--- src/rtl/urlpd_pkg.sv ---
package urlpd_pkg;

  // Decoder mode codes
  localparam logic [1:0] MODE_IDLE = 2'd0;  // no escape pending
  localparam logic [1:0] MODE_PCT  = 2'd1;  // '%' seen
  localparam logic [1:0] MODE_DIG  = 2'd2;  // '%' and one hex digit seen

  // Character codes
  localparam logic [7:0] CH_PLUS    = 8'h2B;
  localparam logic [7:0] CH_PERCENT = 8'h25;
  localparam logic [7:0] CH_SPACE   = 8'h20;

  // Results one input byte can cause at most
  localparam int MAX_RES = 3;

  // Default depth of the queue between front and back
  localparam int QUEUE_DEPTH = 4;

  typedef struct packed {
    logic [7:0] in_byte;
    logic       in_last;
  } in_item_t;

  typedef struct packed {
    logic [7:0] out_byte;
    logic       run_last;
    logic       stream_last;
  } out_item_t;

  // One queued input: its result bytes, how many, and end-of-string mark
  typedef struct packed {
    logic [MAX_RES-1:0][7:0] bytes;
    logic [1:0]              cnt;
    logic                    last;
  } cmd_t;

  localparam int CMD_W = $bits(cmd_t);

  function automatic logic is_hex(input logic [7:0] c);
    is_hex = (c >= 8'd48 && c <= 8'd57) || (c >= 8'd97 && c <= 8'd102) ||
             (c >= 8'd65 && c <= 8'd70);
  endfunction

  function automatic logic [3:0] hex_val(input logic [7:0] c);
    logic [7:0] t;
    t = 8'd0;
    if (c >= 8'd48 && c <= 8'd57) begin
      t = c - 8'd48;
    end else if (c >= 8'd97 && c <= 8'd102) begin
      t = c - 8'd87;
    end else if (c >= 8'd65 && c <= 8'd70) begin
      t = c - 8'd55;
    end
    hex_val = t[3:0];
  endfunction

  // Decoded values that stay escaped: digits, letters, reserved symbols
  function automatic logic passes_through(input logic [7:0] v);
    passes_through = (v >= 8'd48 && v <= 8'd57) || (v >= 8'd97 && v <= 8'd122) ||
                     (v >= 8'd65 && v <= 8'd90) || v == 8'h21 || v == 8'h24 ||
                     (v >= 8'h26 && v <= 8'h2F) || v == 8'h3A || v == 8'h3B ||
                     v == 8'h3D || v == 8'h3F || v == 8'h40 || v == 8'h5F;
  endfunction

endpackage

--- src/rtl/url_percent_decoder.sv ---
// URL percent decoder.
// Input channel in_valid/in_ready/in_data carries one encoded byte per
// transfer, with in_last on the final byte of a string. Output channel
// out_valid/out_ready/out_data carries decoded bytes; run_last marks the last
// result of one input byte, stream_last the final result of a string.
// '+' becomes a space; '%' plus two hex digits becomes the decoded byte unless
// that byte is a letter, digit or reserved symbol, in which case the escape is
// passed on literally. A pending escape is flushed at in_last.
// Each input byte yields zero to three results. The front classifies a byte in
// the cycle it is taken and queues its results; the back hands out one result
// per cycle while the receiver accepts, from a registered output stage. The first
// result of a byte passes through the queue and the output register. Input runs
// at one byte per cycle as long as the result rate keeps up; inputs that expand
// to several bytes fill the queue (QDEPTH entries) and then hold in_ready low.
// A stalled receiver backs the queue up; nothing is lost or repeated.
// Reset clears the escape state, the queue and the output valid flag.
module url_percent_decoder #(
  parameter int QDEPTH = urlpd_pkg::QUEUE_DEPTH
) (
  input  logic                 clk,
  input  logic                 rst_n,
  input  logic                 in_valid,
  output logic                 in_ready,
  input  urlpd_pkg::in_item_t  in_data,
  output logic                 out_valid,
  input  logic                 out_ready,
  output urlpd_pkg::out_item_t out_data
);
  import urlpd_pkg::*;

  logic             cmd_wr, cmd_full, cmd_rd, cmd_empty;
  cmd_t             cmd_in, cmd_out;
  logic [CMD_W-1:0] cmd_out_bits;

  assign cmd_out = cmd_t'(cmd_out_bits);

  urlpd_front u_front (
    .clk      (clk),
    .rst_n    (rst_n),
    .in_valid (in_valid),
    .in_ready (in_ready),
    .in_data  (in_data),
    .cmd_wr   (cmd_wr),
    .cmd_data (cmd_in),
    .cmd_full (cmd_full)
  );

  urlpd_fifo #(
    .WIDTH (CMD_W),
    .DEPTH (QDEPTH)
  ) u_fifo (
    .clk     (clk),
    .rst_n   (rst_n),
    .wr_en   (cmd_wr),
    .wr_data (cmd_in),
    .full    (cmd_full),
    .rd_en   (cmd_rd),
    .rd_data (cmd_out_bits),
    .empty   (cmd_empty)
  );

  urlpd_back u_back (
    .clk       (clk),
    .rst_n     (rst_n),
    .cmd_data  (cmd_out),
    .cmd_empty (cmd_empty),
    .cmd_rd    (cmd_rd),
    .out_valid (out_valid),
    .out_ready (out_ready),
    .out_data  (out_data)
  );

endmodule

--- src/rtl/urlpd_front.sv ---
module urlpd_front (
  input  logic              clk,
  input  logic              rst_n,
  input  logic              in_valid,
  output logic              in_ready,
  input  urlpd_pkg::in_item_t in_data,
  output logic              cmd_wr,
  output urlpd_pkg::cmd_t   cmd_data,
  input  logic              cmd_full
);
  import urlpd_pkg::*;

  logic [1:0]              mode_r, mode_nxt;
  logic [7:0]              held_r, held_nxt;
  logic [MAX_RES-1:0][7:0] e;
  logic [1:0]              n;
  logic                    do_idle;
  logic [7:0]              b;
  logic [7:0]              v;
  logic                    xfer;

  assign b        = in_data.in_byte;
  assign in_ready = !cmd_full;
  assign xfer     = in_valid && in_ready;

  // Classify the byte against the pending escape
  always_comb begin
    e        = '0;
    n        = 2'd0;
    mode_nxt = mode_r;
    held_nxt = held_r;
    do_idle  = 1'b0;
    v        = {hex_val(held_r), hex_val(b)};
    unique case (mode_r)
      MODE_PCT: begin
        if (is_hex(b)) begin
          held_nxt = b;
          mode_nxt = MODE_DIG;
        end else begin
          e[0]     = CH_PERCENT;
          n        = 2'd1;
          mode_nxt = MODE_IDLE;
          do_idle  = 1'b1;
        end
      end
      MODE_DIG: begin
        mode_nxt = MODE_IDLE;
        if (is_hex(b)) begin
          if (!passes_through(v)) begin
            e[0] = v;
            n    = 2'd1;
          end else begin
            e[0] = CH_PERCENT;
            e[1] = held_r;
            e[2] = b;
            n    = 2'd3;
          end
        end else begin
          e[0]    = CH_PERCENT;
          e[1]    = held_r;
          n       = 2'd2;
          do_idle = 1'b1;
        end
      end
      default: begin
        mode_nxt = MODE_IDLE;
        do_idle  = 1'b1;
      end
    endcase

    // Plain byte handling in idle mode
    if (do_idle) begin
      if (b == CH_PLUS) begin
        e[n] = CH_SPACE;
        n    = n + 2'd1;
      end else if (b == CH_PERCENT) begin
        mode_nxt = MODE_PCT;
      end else begin
        e[n] = b;
        n    = n + 2'd1;
      end
    end

    // End of string: flush what is pending
    if (in_data.in_last) begin
      if (mode_nxt == MODE_PCT) begin
        e[n] = CH_PERCENT;
        n    = n + 2'd1;
      end else if (mode_nxt == MODE_DIG) begin
        e[n]              = CH_PERCENT;
        e[2'(n + 2'd1)]   = held_nxt;
        n                 = n + 2'd2;
      end
      mode_nxt = MODE_IDLE;
    end
  end

  assign cmd_wr        = xfer && (n != 2'd0);
  assign cmd_data.bytes = e;
  assign cmd_data.cnt   = n;
  assign cmd_data.last  = in_data.in_last;

  // Escape state
  always_ff @(posedge clk) begin
    if (!rst_n) begin
      mode_r <= MODE_IDLE;
      held_r <= 8'd0;
    end else if (xfer) begin
      mode_r <= mode_nxt;
      held_r <= held_nxt;
    end
  end

endmodule

--- src/rtl/urlpd_fifo.sv ---
module urlpd_fifo #(
  parameter int WIDTH = 8,
  parameter int DEPTH = 4
) (
  input  logic             clk,
  input  logic             rst_n,
  input  logic             wr_en,
  input  logic [WIDTH-1:0] wr_data,
  output logic             full,
  input  logic             rd_en,
  output logic [WIDTH-1:0] rd_data,
  output logic             empty
);
  localparam int PW = (DEPTH > 1) ? $clog2(DEPTH) : 1;
  localparam int CW = $clog2(DEPTH + 1);
  localparam logic [PW-1:0] LAST_PTR = PW'(DEPTH - 1);

  logic [WIDTH-1:0] mem_r [DEPTH];
  logic [PW-1:0]    wp_r, rp_r;
  logic [CW-1:0]    cnt_r;
  logic             do_wr, do_rd;

  assign full    = (cnt_r == CW'(DEPTH));
  assign empty   = (cnt_r == '0);
  assign do_wr   = wr_en && !full;
  assign do_rd   = rd_en && !empty;
  assign rd_data = mem_r[rp_r];

  // Entry storage
  always_ff @(posedge clk) begin
    if (do_wr) begin
      mem_r[wp_r] <= wr_data;
    end
  end

  // Pointers and fill count
  always_ff @(posedge clk) begin
    if (!rst_n) begin
      wp_r  <= '0;
      rp_r  <= '0;
      cnt_r <= '0;
    end else begin
      if (do_wr) begin
        wp_r <= (wp_r == LAST_PTR) ? '0 : wp_r + PW'(1);
      end
      if (do_rd) begin
        rp_r <= (rp_r == LAST_PTR) ? '0 : rp_r + PW'(1);
      end
      if (do_wr && !do_rd) begin
        cnt_r <= cnt_r + CW'(1);
      end else if (do_rd && !do_wr) begin
        cnt_r <= cnt_r - CW'(1);
      end
    end
  end

endmodule

--- src/rtl/urlpd_back.sv ---
module urlpd_back (
  input  logic                 clk,
  input  logic                 rst_n,
  input  urlpd_pkg::cmd_t      cmd_data,
  input  logic                 cmd_empty,
  output logic                 cmd_rd,
  output logic                 out_valid,
  input  logic                 out_ready,
  output urlpd_pkg::out_item_t out_data
);
  import urlpd_pkg::*;

  logic [1:0] idx_r;
  logic       out_valid_r;
  out_item_t  out_r;
  logic       load;
  logic       take;
  logic       fin;

  assign load   = !out_valid_r || out_ready;
  assign take   = load && !cmd_empty;
  assign fin    = (idx_r == 2'(cmd_data.cnt - 2'd1));
  assign cmd_rd = take && fin;

  assign out_valid = out_valid_r;
  assign out_data  = out_r;

  // Output register, one result byte per transfer
  always_ff @(posedge clk) begin
    if (!rst_n) begin
      out_valid_r <= 1'b0;
      idx_r       <= 2'd0;
    end else if (take) begin
      out_valid_r <= 1'b1;
      idx_r       <= fin ? 2'd0 : idx_r + 2'd1;
    end else if (load) begin
      out_valid_r <= 1'b0;
    end
  end

  always_ff @(posedge clk) begin
    if (take) begin
      out_r.out_byte    <= cmd_data.bytes[idx_r];
      out_r.run_last    <= fin;
      out_r.stream_last <= fin && cmd_data.last;
    end
  end

endmodule

--- config.mk ---
export PLATFORM = sky130hd
export DESIGN_NAME = url_percent_decoder
export DESIGN_NICKNAME = d
export VERILOG_FILES = /design/src/rtl/urlpd_pkg.sv /design/src/rtl/url_percent_decoder.sv /design/src/rtl/urlpd_front.sv /design/src/rtl/urlpd_fifo.sv /design/src/rtl/urlpd_back.sv
export SDC_FILE = /design/constraint.sdc
export NUM_CORES = 1
export LEC_CHECK = 0
export ABC_AREA = 0
export BUFFER_PORTS_ARGS = -buffer_cell sky130_fd_sc_hd__buf_2
export CAP_MARGIN = 10
export CORE_ASPECT_RATIO = 2
export CORE_MARGIN = 1.5
export CORE_UTILIZATION = 49
export CTS_BUF_LIST = sky130_fd_sc_hd__clkbuf_8 sky130_fd_sc_hd__clkbuf_16
export DETAILED_ROUTE_END_ITERATION = 10
export PLACE_DENSITY = 0.63
export SLEW_MARGIN = 10
export SYNTH_ARGS = -nofsm -noshare
export SYNTH_HDL_FRONTEND = slang
export SYNTH_HIERARCHICAL = 1
export SYNTH_SLANG_ARGS = --single-unit
--- constraint.sdc ---
create_clock -name clk -period 8.7 [get_ports clk]
set_input_delay 1.74 -clock clk [delete_from_list [all_inputs] [get_ports clk]]
set_output_delay 1.74 -clock clk [all_outputs]
set_load 0.005 [all_outputs]
### Yosys cells after proc, flatten, opt, wreduce, memory -nomap -nowiden

Memories as Yosys holds them, arrays and structs flattened. A register that Yosys moved wholly into a read port is not among the register bits.
Index checks and enable logic that the tools add are counted.

| word-level totals | value |
|---|---|
| register bits after elaboration | 30 |
| RAM bits | 108 |
| input bits | 13 |
| word-level logic and storage cells | 183 |
| memories | 1 |

| cells by class | value |
|---|---|
| add/sub/neg operators | 15 |
| $lt $le $gt $ge | 27 |
| equal/unequal tests | 18 |
| muxes and demuxes | 60 |
| bitwise logic cells | 6 |
| reductions and logical operators | 46 |

Memories:

| name | depth | bits a word | rd ports | clocked after memory_dff | write ports | RTL line | RTL |
|---|---|---|---|---|---|---|---|
| u_fifo.mem_r | 4 | 27 | 1 | 1 | 1 | urlpd_fifo.sv:18 | `logic [WIDTH-1:0] mem_r [DEPTH];` |

Operator list:

| operator | count |
|---|---|
| $mux W24 | 6 |
| $eq A8 B6 Y1 const B | 8 |
| $mux W8 | 8 |
| $bwmux W24 | 2 |
| $demux W8 S2 | 3 |
| $ge A8 B7 Y1 const B | 6 |
| $le A8 B7 Y1 const B | 6 |
| $mux W16 | 3 |
| $mux W2 | 19 |
| $ge A8 B6 Y1 const B | 4 |
| $le A8 B6 Y1 const B | 4 |
| $mux W4 | 6 |
| $logic_and A1 B1 Y1 | 22 |
| $and A21 B21 Y21 | 1 |
| $not A21 Y21 | 1 |
| $bmux W8 S2 | 1 |
| $eq A8 B7 Y1 const B | 2 |
| $pmux W8 S2 | 1 |
| $sub A4 B3 Y4 const B | 4 |
| $and A15 B15 Y15 | 1 |
| $not A15 Y15 | 1 |
| $logic_or A1 B1 Y1 | 14 |
| $lt A2 B3 Y1 const B | 4 |
| $add A2 B1 Y2 const B | 5 |
| other kinds (20) | 40 |

### Depth between registers and ports, before layout

Gate-level depths: netlist of the first run.

| depth | value |
|---|---|
| depth in word-level cells | 36 |
| gate-level depth with buffers | 29 |
| depth with buffers taken out | 26 |

### Hierarchy

The synthesis of the first run kept the hierarchy.

By module, submodules not included:

| module | instances | cells each | area each (um^2) |
|---|---|---|---|
| urlpd_fifo | 1 | 192 | 4,424.2 |
| urlpd_front | 1 | 362 | 2,457.4 |
| urlpd_back | 1 | 61 | 663.1 |

### Worst setup path before layout of the first run

No wires, ideal clock.

| timing | value |
|---|---|
| path kind | input-to-reg |
| from | input port in_data[1] (netlist bit) |
| to | register u_fifo.cnt_r[2] |
| setup time | 0.076 ns |
| data arrival time | 7.147 ns |
| path slack | 1.477 ns |
| cell stages on the path | 29 |
| buffers on the path | 3 |
| path through | clkbuf_1 -> inv_1 -> ha_1 -> o21ba_2 -> o21ai_4 -> mux2_2 -> o21ai_2 -> a21oi_1 -> o32ai_2 -> or2_1 -> buf_6 -> nand2_1 -> ha_1 -> nand2_1 -> o21ai_0 -> o21ai_0 -> ha_1 -> nor2_1 -> a21oi_1 -> a31o_1 -> a31oi_1 -> nor2b_1 -> buf_2 -> ha_1 -> inv_1 -> fa_1 -> xor2_1 -> or3_1 -> a21boi_0 |

| between the ends | value |
|---|---|
| cells in the longest elaborated chain, start to end | 35 |

Ends and longest elaborated chain:

| item | RTL line | RTL |
|---|---|---|
| start: declaration | url_percent_decoder.sv:24 | `input urlpd_pkg::in_item_t in_data,` |
| $ge A8 B7 Y1 or $le A8 B7 Y1 (tied branches) | urlpd_pkg.sv:41, urlpd_pkg.sv:51 |  |
| $logic_and A1 B1 Y1 | urlpd_pkg.sv:41, urlpd_pkg.sv:51 |  |
| $mux W4 | urlpd_pkg.sv:51 | `end else if (c >= 8'd65 && c <= 8'd70) begin` |
| $mux W4 | urlpd_pkg.sv:49 | `end else if (c >= 8'd97 && c <= 8'd102) begin` |
| $mux W4 | urlpd_pkg.sv:47 | `if (c >= 8'd48 && c <= 8'd57) begin` |
| $ge A8 B6 Y1 (tied with other cells) | urlpd_pkg.sv:59 | `passes_through = (v >= 8'd48 && v <= 8'd57) \|\| (v >= 8'd97 && v <= 8'd122) \|\|` |
| $logic_and A1 B1 Y1 | urlpd_pkg.sv:59 |  |
| $logic_or A1 B1 Y1 (2 in a row) | urlpd_pkg.sv:59 |  |
| [20 not listed] | -- |  |
| $reduce_bool A2 Y1 (*) | urlpd_front.sv:98 | `assign cmd_wr = xfer && (n != 2'd0);` |
| $logic_and A1 B1 Y1 (*) | urlpd_front.sv:98 |  |
| named net cmd_wr | url_percent_decoder.sv:31 | `logic cmd_wr, cmd_full, cmd_rd, cmd_empty;` |
| $logic_and A1 B1 Y1 (*) | urlpd_fifo.sv:25 | `assign do_wr = wr_en && !full;` |
| named net u_fifo.do_wr | urlpd_fifo.sv:21 | `logic do_wr, do_rd;` |
| $logic_not A1 Y1 | urlpd_fifo.sv:51 | `end else if (do_rd && !do_wr) begin` |
| $logic_and A1 B1 Y1 | urlpd_fifo.sv:51 |  |
| $reduce_bool A2 Y1 (no line) | -- |  |
| end signal: assignment | urlpd_fifo.sv:50 | `cnt_r <= cnt_r + CW'(1);` |
| end signal: assignment | urlpd_fifo.sv:52 | `cnt_r <= cnt_r - CW'(1);` |
| end: declaration | urlpd_fifo.sv:20 | `logic [CW-1:0] cnt_r;` |

Mark *: on every way through the listed nets, which the timed path passes. The rest lies on a longest branch.
A chain may end at the register's enable or synchronous reset.

### Final worst setup path of the first run

| timing | value |
|---|---|
| from | input port in_data[1] (netlist bit) |
| to | register u_fifo.cnt_r[2] |

| between the ends | value |
|---|---|
| cells in the longest elaborated chain, start to end | 35 |

Ends and longest elaborated chain:

| item | RTL line | RTL |
|---|---|---|
| $ge A8 B7 Y1 or $le A8 B7 Y1 (tied branches) | urlpd_pkg.sv:41, urlpd_pkg.sv:51 |  |
| $logic_and A1 B1 Y1 | urlpd_pkg.sv:41, urlpd_pkg.sv:51 |  |
| $mux W4 | urlpd_pkg.sv:51 |  |
| $mux W4 | urlpd_pkg.sv:49 |  |
| $mux W4 | urlpd_pkg.sv:47 |  |
| $ge A8 B6 Y1 (tied with other cells) | urlpd_pkg.sv:59 |  |
| $logic_and A1 B1 Y1 | urlpd_pkg.sv:59 |  |
| $logic_or A1 B1 Y1 (2 in a row) | urlpd_pkg.sv:59 |  |
| [19 not listed] | -- |  |
| $mux W2 (*) | urlpd_front.sv:85 | `if (in_data.in_last) begin` |
| $reduce_bool A2 Y1 (*) | urlpd_front.sv:98 |  |
| $logic_and A1 B1 Y1 (*) | urlpd_front.sv:98 |  |
| named net cmd_wr | url_percent_decoder.sv:31 |  |
| $logic_and A1 B1 Y1 (*) | urlpd_fifo.sv:25 |  |
| $logic_not A1 Y1 | urlpd_fifo.sv:51 |  |
| $logic_and A1 B1 Y1 | urlpd_fifo.sv:51 |  |
| $reduce_bool A2 Y1 (no line) | -- |  |

Marked as above.

==> flow_metrics.py, run 1 <==
metrics = {
    "route": {
        "drc_errors": 0,
        "viasPerCell": 6.25,
        "antenna_left": 0,
        "vias": 5322,
        "first_iter_violations": 301,
        "totalWireLength_mm": 20.5,
        "wire_per_inst_um": 24.0,
        "dr.pass1.iters": 5,
    },
    "sta": {
        "whs_ns": 0.498,
        "finalHoldViolCount": 0,
        "fmax_ghz": 0.129,
        "relSlewSlack_pct": 35.1,
        "finalCriticalPeriod_ns": 7.74,
        "slew_violations": 0,
        "rsz0062_at_grt": "no",
        "finalSetupTns_ns": 0,
        "finalCritPeriodShare_pct": 89.0,
        "tightest_slew_ns": 0.963,
        "skew_ns": 0.00746,
        "setup_viol": 0,
    },
    "grt": {
        "grt.busiest_layer": "met2",
        "grt_pass1_wl_mm": 31.2,
        "grt_pass1_vias": 5559,
        "grt.total_usage_pct": 26.6,
        "grt_use_met2_pct": 49.9,
        "antenna_found_initial": 0,
        "grtUsageMet3_pct": 4.39,
        "grt_max_degree": 28,
        "grt-ovfl-total": 0,
        "grt.met1_usage_pct": 24.7,
    },
    "die": {
        "core_um2": 15200,
        "io_pins": 25,
        "row_count": 64,
        "dieArea_um2": 16200,
        "start_util_pct": 49.6,
        "die_y_um": 178,
        "die_w_um": 90.7,
    },
    "final_layout": {
        "syn_to_final_growth_pct": 10.8,
        "insertedDiodeCount": 0,
        "layout_common_cells": "118 x edfxtp_1, 66 x nand2_1, 47 x o21ai_0",
        "fin_util_pct": 55.0,
        "mostFrequentLayoutCell": "edfxtp_1",
        "fin_area_um2": 8360,
        "drive_above_1_share_pct": 16.5,
        "nets": 678,
    },
    "clock_tree": {
        "cts-root-buf": "clkbuf_16",
        "cts_tree": "yes",
        "clk_pin_slew_ns": 0.06,
        "post-cts-setup-buffers": 0,
        "cts_resized": 0,
        "ctsHoldBuffers": 0,
        "clk_path_buf_depth": 2,
        "clock-sinks": 140,
        "cts_buffers": 17,
        "clk_latency_ns": 0.42,
        "htreeDepth": 4,
    },
    "critical_path": {
        "cpMostUsedCell": "ha_1",
        "reg2reg_from": "u_front/held_r[0]",
        "cp_num_buf_inv": 3,
        "worst_ep_required_time_ns": 9.04,
        "crit_arrival_ns": 8.08,
        "critical_path.max_stage_delay_ns": 0.43,
        "crit_path_start": "in_data[1]",
        "endpoint_kind": "register",
        "slowest_stage": "nor2b_1",
        "cp_max_fo": 22,
        "start_kind": "input pin",
        "cp_top_family": "compound AO/OA/AOI/OAI gates",
        "crit_type": "input pin to register",
    },
    "pwr": {
        "ir_worst_vdd_mv": 0.119,
        "power_density_nw_per_um2": 254,
        "leakage_nw": 2.94,
    },
    "synth": {
        "syn_avg_cell_area_um2": 12.3,
        "ys.flop_type": "edfxtp_1",
        "syn-cell-area_um2": 7540,
        "syn_nets": 653,
        "async_flop_share_pct": 0,
        "synth_edf_count": 118,
        "synth_seq_area_share_pct": 52.8,
        "ys_seq_elements": 140,
        "synth_cell_type_count": 81,
        "ys_warn_count": 6,
        "syn_inst": 615,
    },
    "placed_design": {
        "placed_cell_area_um2": 7770,
        "place_congestion": 0.976,
        "hpwl_mm": 15.2,
        "io_buffers": 24,
    },
    "min_path": {
        "min_path_type": "register to register",
        "hp-start": "u_front/held_r[5]",
    },
    "job": {
        "max_cap_violations": 0,
    },
    "outcome": {
        "status": "completed",
    },
}
==> area by class of cell <==
cell class / count / area, µm²
Fill cell: 1334 / 6850
Clock buffer: 17 / 425
Clock inverter: 15 / 163
Timing Repair Buffer: 35 / 203
Tap cell: 198 / 248
Multi-Input combinational cell: 419 / 3240
Inverter: 27 / 101
Sequential cell: 140 / 3990
==> worst paths after layout <==
check	cells past startpoint	endpoint	slack (ns)
setup / recovery	27	u_fifo/cnt_r[2]	0.96
hold / removal	2	u_front/held_r[5]	0.50
setup reg to reg	26	u_fifo/cnt_r[2]	2.19
hold reg to reg	2	u_front/held_r[5]	0.50
==> state kept, by name (all words and copies together), names as in the netlist, named ones only <==
register          cells
u_fifo/mem_r        108
u_back/out_data      10
u_fifo/cnt_r          3
u_fifo/rp_r           2
u_front/mode_r        2
u_front/held_r        8
u_fifo/wp_r           2
u_back/idx_r          2
u_back/out_valid      1
==> where the power goes <==
group | switching [W] | internal, W
logic | 0.000249 | 0.000220
registers | 0.0000701 | 0.000872
clock network | 0.000287 | 0.000427
==> cell families after synthesis <==
logic type / Yosys count / synth area share (%)
xor gates and xnor gates: 5 / 0.580
buffers and inverters: 56 / 4.31
and+or+nand+nor: 188 / 13.2
DFF: 140 / 52.8
adders and majority gates: 25 / 4.25
AOI/OAI and AO/OA: 155 / 13.9
muxes: 46 / 11.0
==> per-layer routing <==
layer	part of all wire, %	up-vias
li1	-	2406
met4	7.7	0
met1	33	2619
met2	56	212
met3	3.5	85
met5	0	-
==> per-stage QoR <==
| stage | total power (W) | setup slack [ns] | cells |
|---|---|---|---|
| after floorplan | 0.00130 | 1.48 | 615 |
| after global placement | 0.00142 | 0.923 | 819 |
| after detailed placement | 0.00143 | 0.628 | 819 |
| after CTS | 0.00215 | 1.05 | 851 |
| after global routing | 0.00223 | 0.517 | 851 |
| final | 0.00212 | 0.961 | 851 |
==> synth_stat cells, types with 6 or more instances <==
cell type,count,share of area [%]
o211ai_1,10,0.99
nand2b_1,9,0.75
inv_1,27,1.3
o21ai_0,47,3.1
buf_2,8,0.53
mux4_1,7,2.4
o21a_1,9,0.90
a21oi_1,21,1.4
a21boi_0,11,1.1
dfxtp_1,22,5.8
clkbuf_1,9,0.45
ha_1,24,4.0
and2_1,9,0.75
nor2_1,25,1.2
edfxtp_1,118,47
mux2i_1,16,2.1
nand3_1,23,1.5
mux4_2,20,6.0
nor2b_1,12,0.99
a22oi_1,6,0.60
and3_1,8,0.66
nand2_1,66,3.3
buf_6,7,1.0
==> worst register-to-register path: cells and delay by family, from the launching register on <==
family,cells,cell delay (ns)
AOI/OAI and AO/OA,11,2.21
adders and majority gates,5,1.61
and+or+nand+nor,6,1.34
DFF,1,0.56
buffers and inverters,2,0.33
muxes,1,0.24
xor gates and xnor gates,1,0.16
(Power assumes the default switching activity.)
==> inputs of run 2 (changes only) <==
Settings changed: CORE_UTILIZATION 49 to 55, PLACE_DENSITY 0.63 to 0.7, REMOVE_ABC_BUFFERS set to 1.
==> flow_metrics.py, run 2 (synthesis results as in run 1) <==
metrics = {
    "grt": {
        "grt_pass1_vias": 5525,
        "antenna_found_initial": 0,
        "grt_pass1_wl_mm": 30.1,
        "grt-ovfl-total": 0,
        "grt.total_usage_pct": 28.4,
        "grt_max_degree": 28,
    },
    "die": {
        "io_pins": 25,
        "row_count": 60,
        "core_um2": 13400,
        "die_y_um": 169,
        "die_w_um": 85.8,
        "dieArea_um2": 14500,
        "start_util_pct": 56.1,
    },
    "clock_tree": {
        "clk_path_buf_depth": 2,
        "clock-sinks": 140,
        "cts_tree": "yes",
        "ctsHoldBuffers": 0,
        "htreeDepth": 4,
        "post-cts-setup-buffers": 0,
        "cts-root-buf": "clkbuf_16",
        "clk_pin_slew_ns": 0.06,
        "cts_resized": 0,
        "cts_buffers": 17,
        "clk_latency_ns": 0.41,
    },
    "pwr": {
        "ir_worst_vdd_mv": 0.143,
        "power_density_nw_per_um2": 251,
        "leakage_nw": 2.92,
    },
    "final_layout": {
        "syn_to_final_growth_pct": 9.54,
        "layout_common_cells": "118 x edfxtp_1, 66 x nand2_1, 47 x o21ai_0",
        "nets": 677,
        "fin_util_pct": 61.5,
        "mostFrequentLayoutCell": "edfxtp_1",
        "drive_above_1_share_pct": 16.4,
        "largest_register_ffs": 108,
        "regMostFlops": "u_fifo/mem_r",
        "nFillCells": 1055,
        "insertedDiodeCount": 0,
        "fin_cells": 807,
    },
    "critical_path": {
        "worst_ep_required_time_ns": 9.03,
        "crit_type": "input pin to register",
        "crit_path_start": "in_data[2]",
        "endpoint_kind": "register",
        "cpMostUsedCell": "ha_1",
        "cp_max_fo": 13,
        "slowest_stage": "mux2_2",
        "start_kind": "input pin",
        "critical_path.max_stage_delay_ns": 0.41,
        "reg2reg_from": "u_front/held_r[0]",
        "crit_arrival_ns": 8.03,
    },
    "outcome": {
        "status": "completed",
    },
    "sta": {
        "whs_ns": 0.502,
        "finalCritPeriodShare_pct": 88.5,
        "skew_ns": 0.0112,
        "finalSetupTns_ns": 0,
        "rsz0062_at_grt": "no",
        "slew_violations": 0,
        "fmax_ghz": 0.130,
        "finalHoldViolCount": 0,
        "tightest_slew_ns": 1.02,
        "setup_viol": 0,
        "relSlewSlack_pct": 31.8,
        "finalCriticalPeriod_ns": 7.70,
    },
    "placed_design": {
        "hpwl_mm": 13.9,
        "place_congestion": 0.974,
        "placedCellCount": 775,
        "io_buffers": 24,
    },
    "min_path": {
        "min_path_type": "register to register",
        "hp-start": "u_front/held_r[5]",
    },
    "route": {
        "first_iter_violations": 401,
        "drc_errors": 0,
        "wire_per_inst_um": 24.2,
        "totalWireLength_mm": 19.5,
        "vias": 5344,
        "viasPerCell": 6.62,
        "dr.pass1.iters": 6,
        "antenna_left": 0,
    },
    "job": {
        "max_cap_violations": 0,
    },
}
run 2: path summary, 6_finish.rpt:
path	to	slack [ns]	cells past startpoint
worst min-delay path	u_front/held_r[5]	0.50	2
worst max-delay path	u_fifo/cnt_r[2]	1.0	27
worst max register to register	u_fifo/cnt_r[2]	2.22	26
worst min register to register	u_front/held_r[5]	0.50	2
run 2: worst max-delay path, delay by kind of cell:
kind | cells | cell delay (ns)
buffers and inverters | 3 | 0.46
XOR/XNOR | 1 | 0.16
adder cells (fa/ha/maj) | 5 | 1.59
multiplexers | 1 | 0.41
AND/OR/NAND/NOR | 6 | 1.40
AO/OA/AOI/OAI | 11 | 2.26
run 2: area by class of cell:
cell class                 count  area, µm²  area share (%)
timing repair buffer          34        195            2.36
tap                          155        194            2.35
clock buffer                  17        425            5.15
inverter                      27        101            1.23
sequential                   140       3990            48.2
clock inverter                15        128            1.54
multi-input combinational    419       3240            39.2
run 2: metal layers:
metal | vias up | wire length (µm) | track usage, % | part of all wire (%)
met5 | - | 0 | 0 | 0
met4 | 0 | 1110 | 17.4 | 5.7
met3 | 60 | 730 | 5.27 | 3.7
met2 | 221 | 10800 | 52.7 | 56
met1 | 2647 | 6830 | 28.4 | 35
li1 | 2416 | - | - | -
run 2: power by group:
| group | internal (W) | total [W] | switching (W) |
|---|---|---|---|
| clock | 0.000375 | 0.000672 | 0.000297 |
| combinational | 0.000214 | 0.000446 | 0.000233 |
| sequential | 0.000872 | 0.000957 | 0.0000846 |
| total | 0.00146 | 0.00207 | 0.000614 |
run 2: per-stage QoR:
stage	power [W]	area, µm²	worst slack [ns]
2_1_floorplan	0.00126	7320	1.65
3_3_place_gp	0.00140	7710	0.921
3_5_place_dp	0.00142	7710	0.629
4_1_cts	0.00209	8260	1.07
5_1_grt	0.00218	8260	0.461
6_report	0.00207	8260	0.999
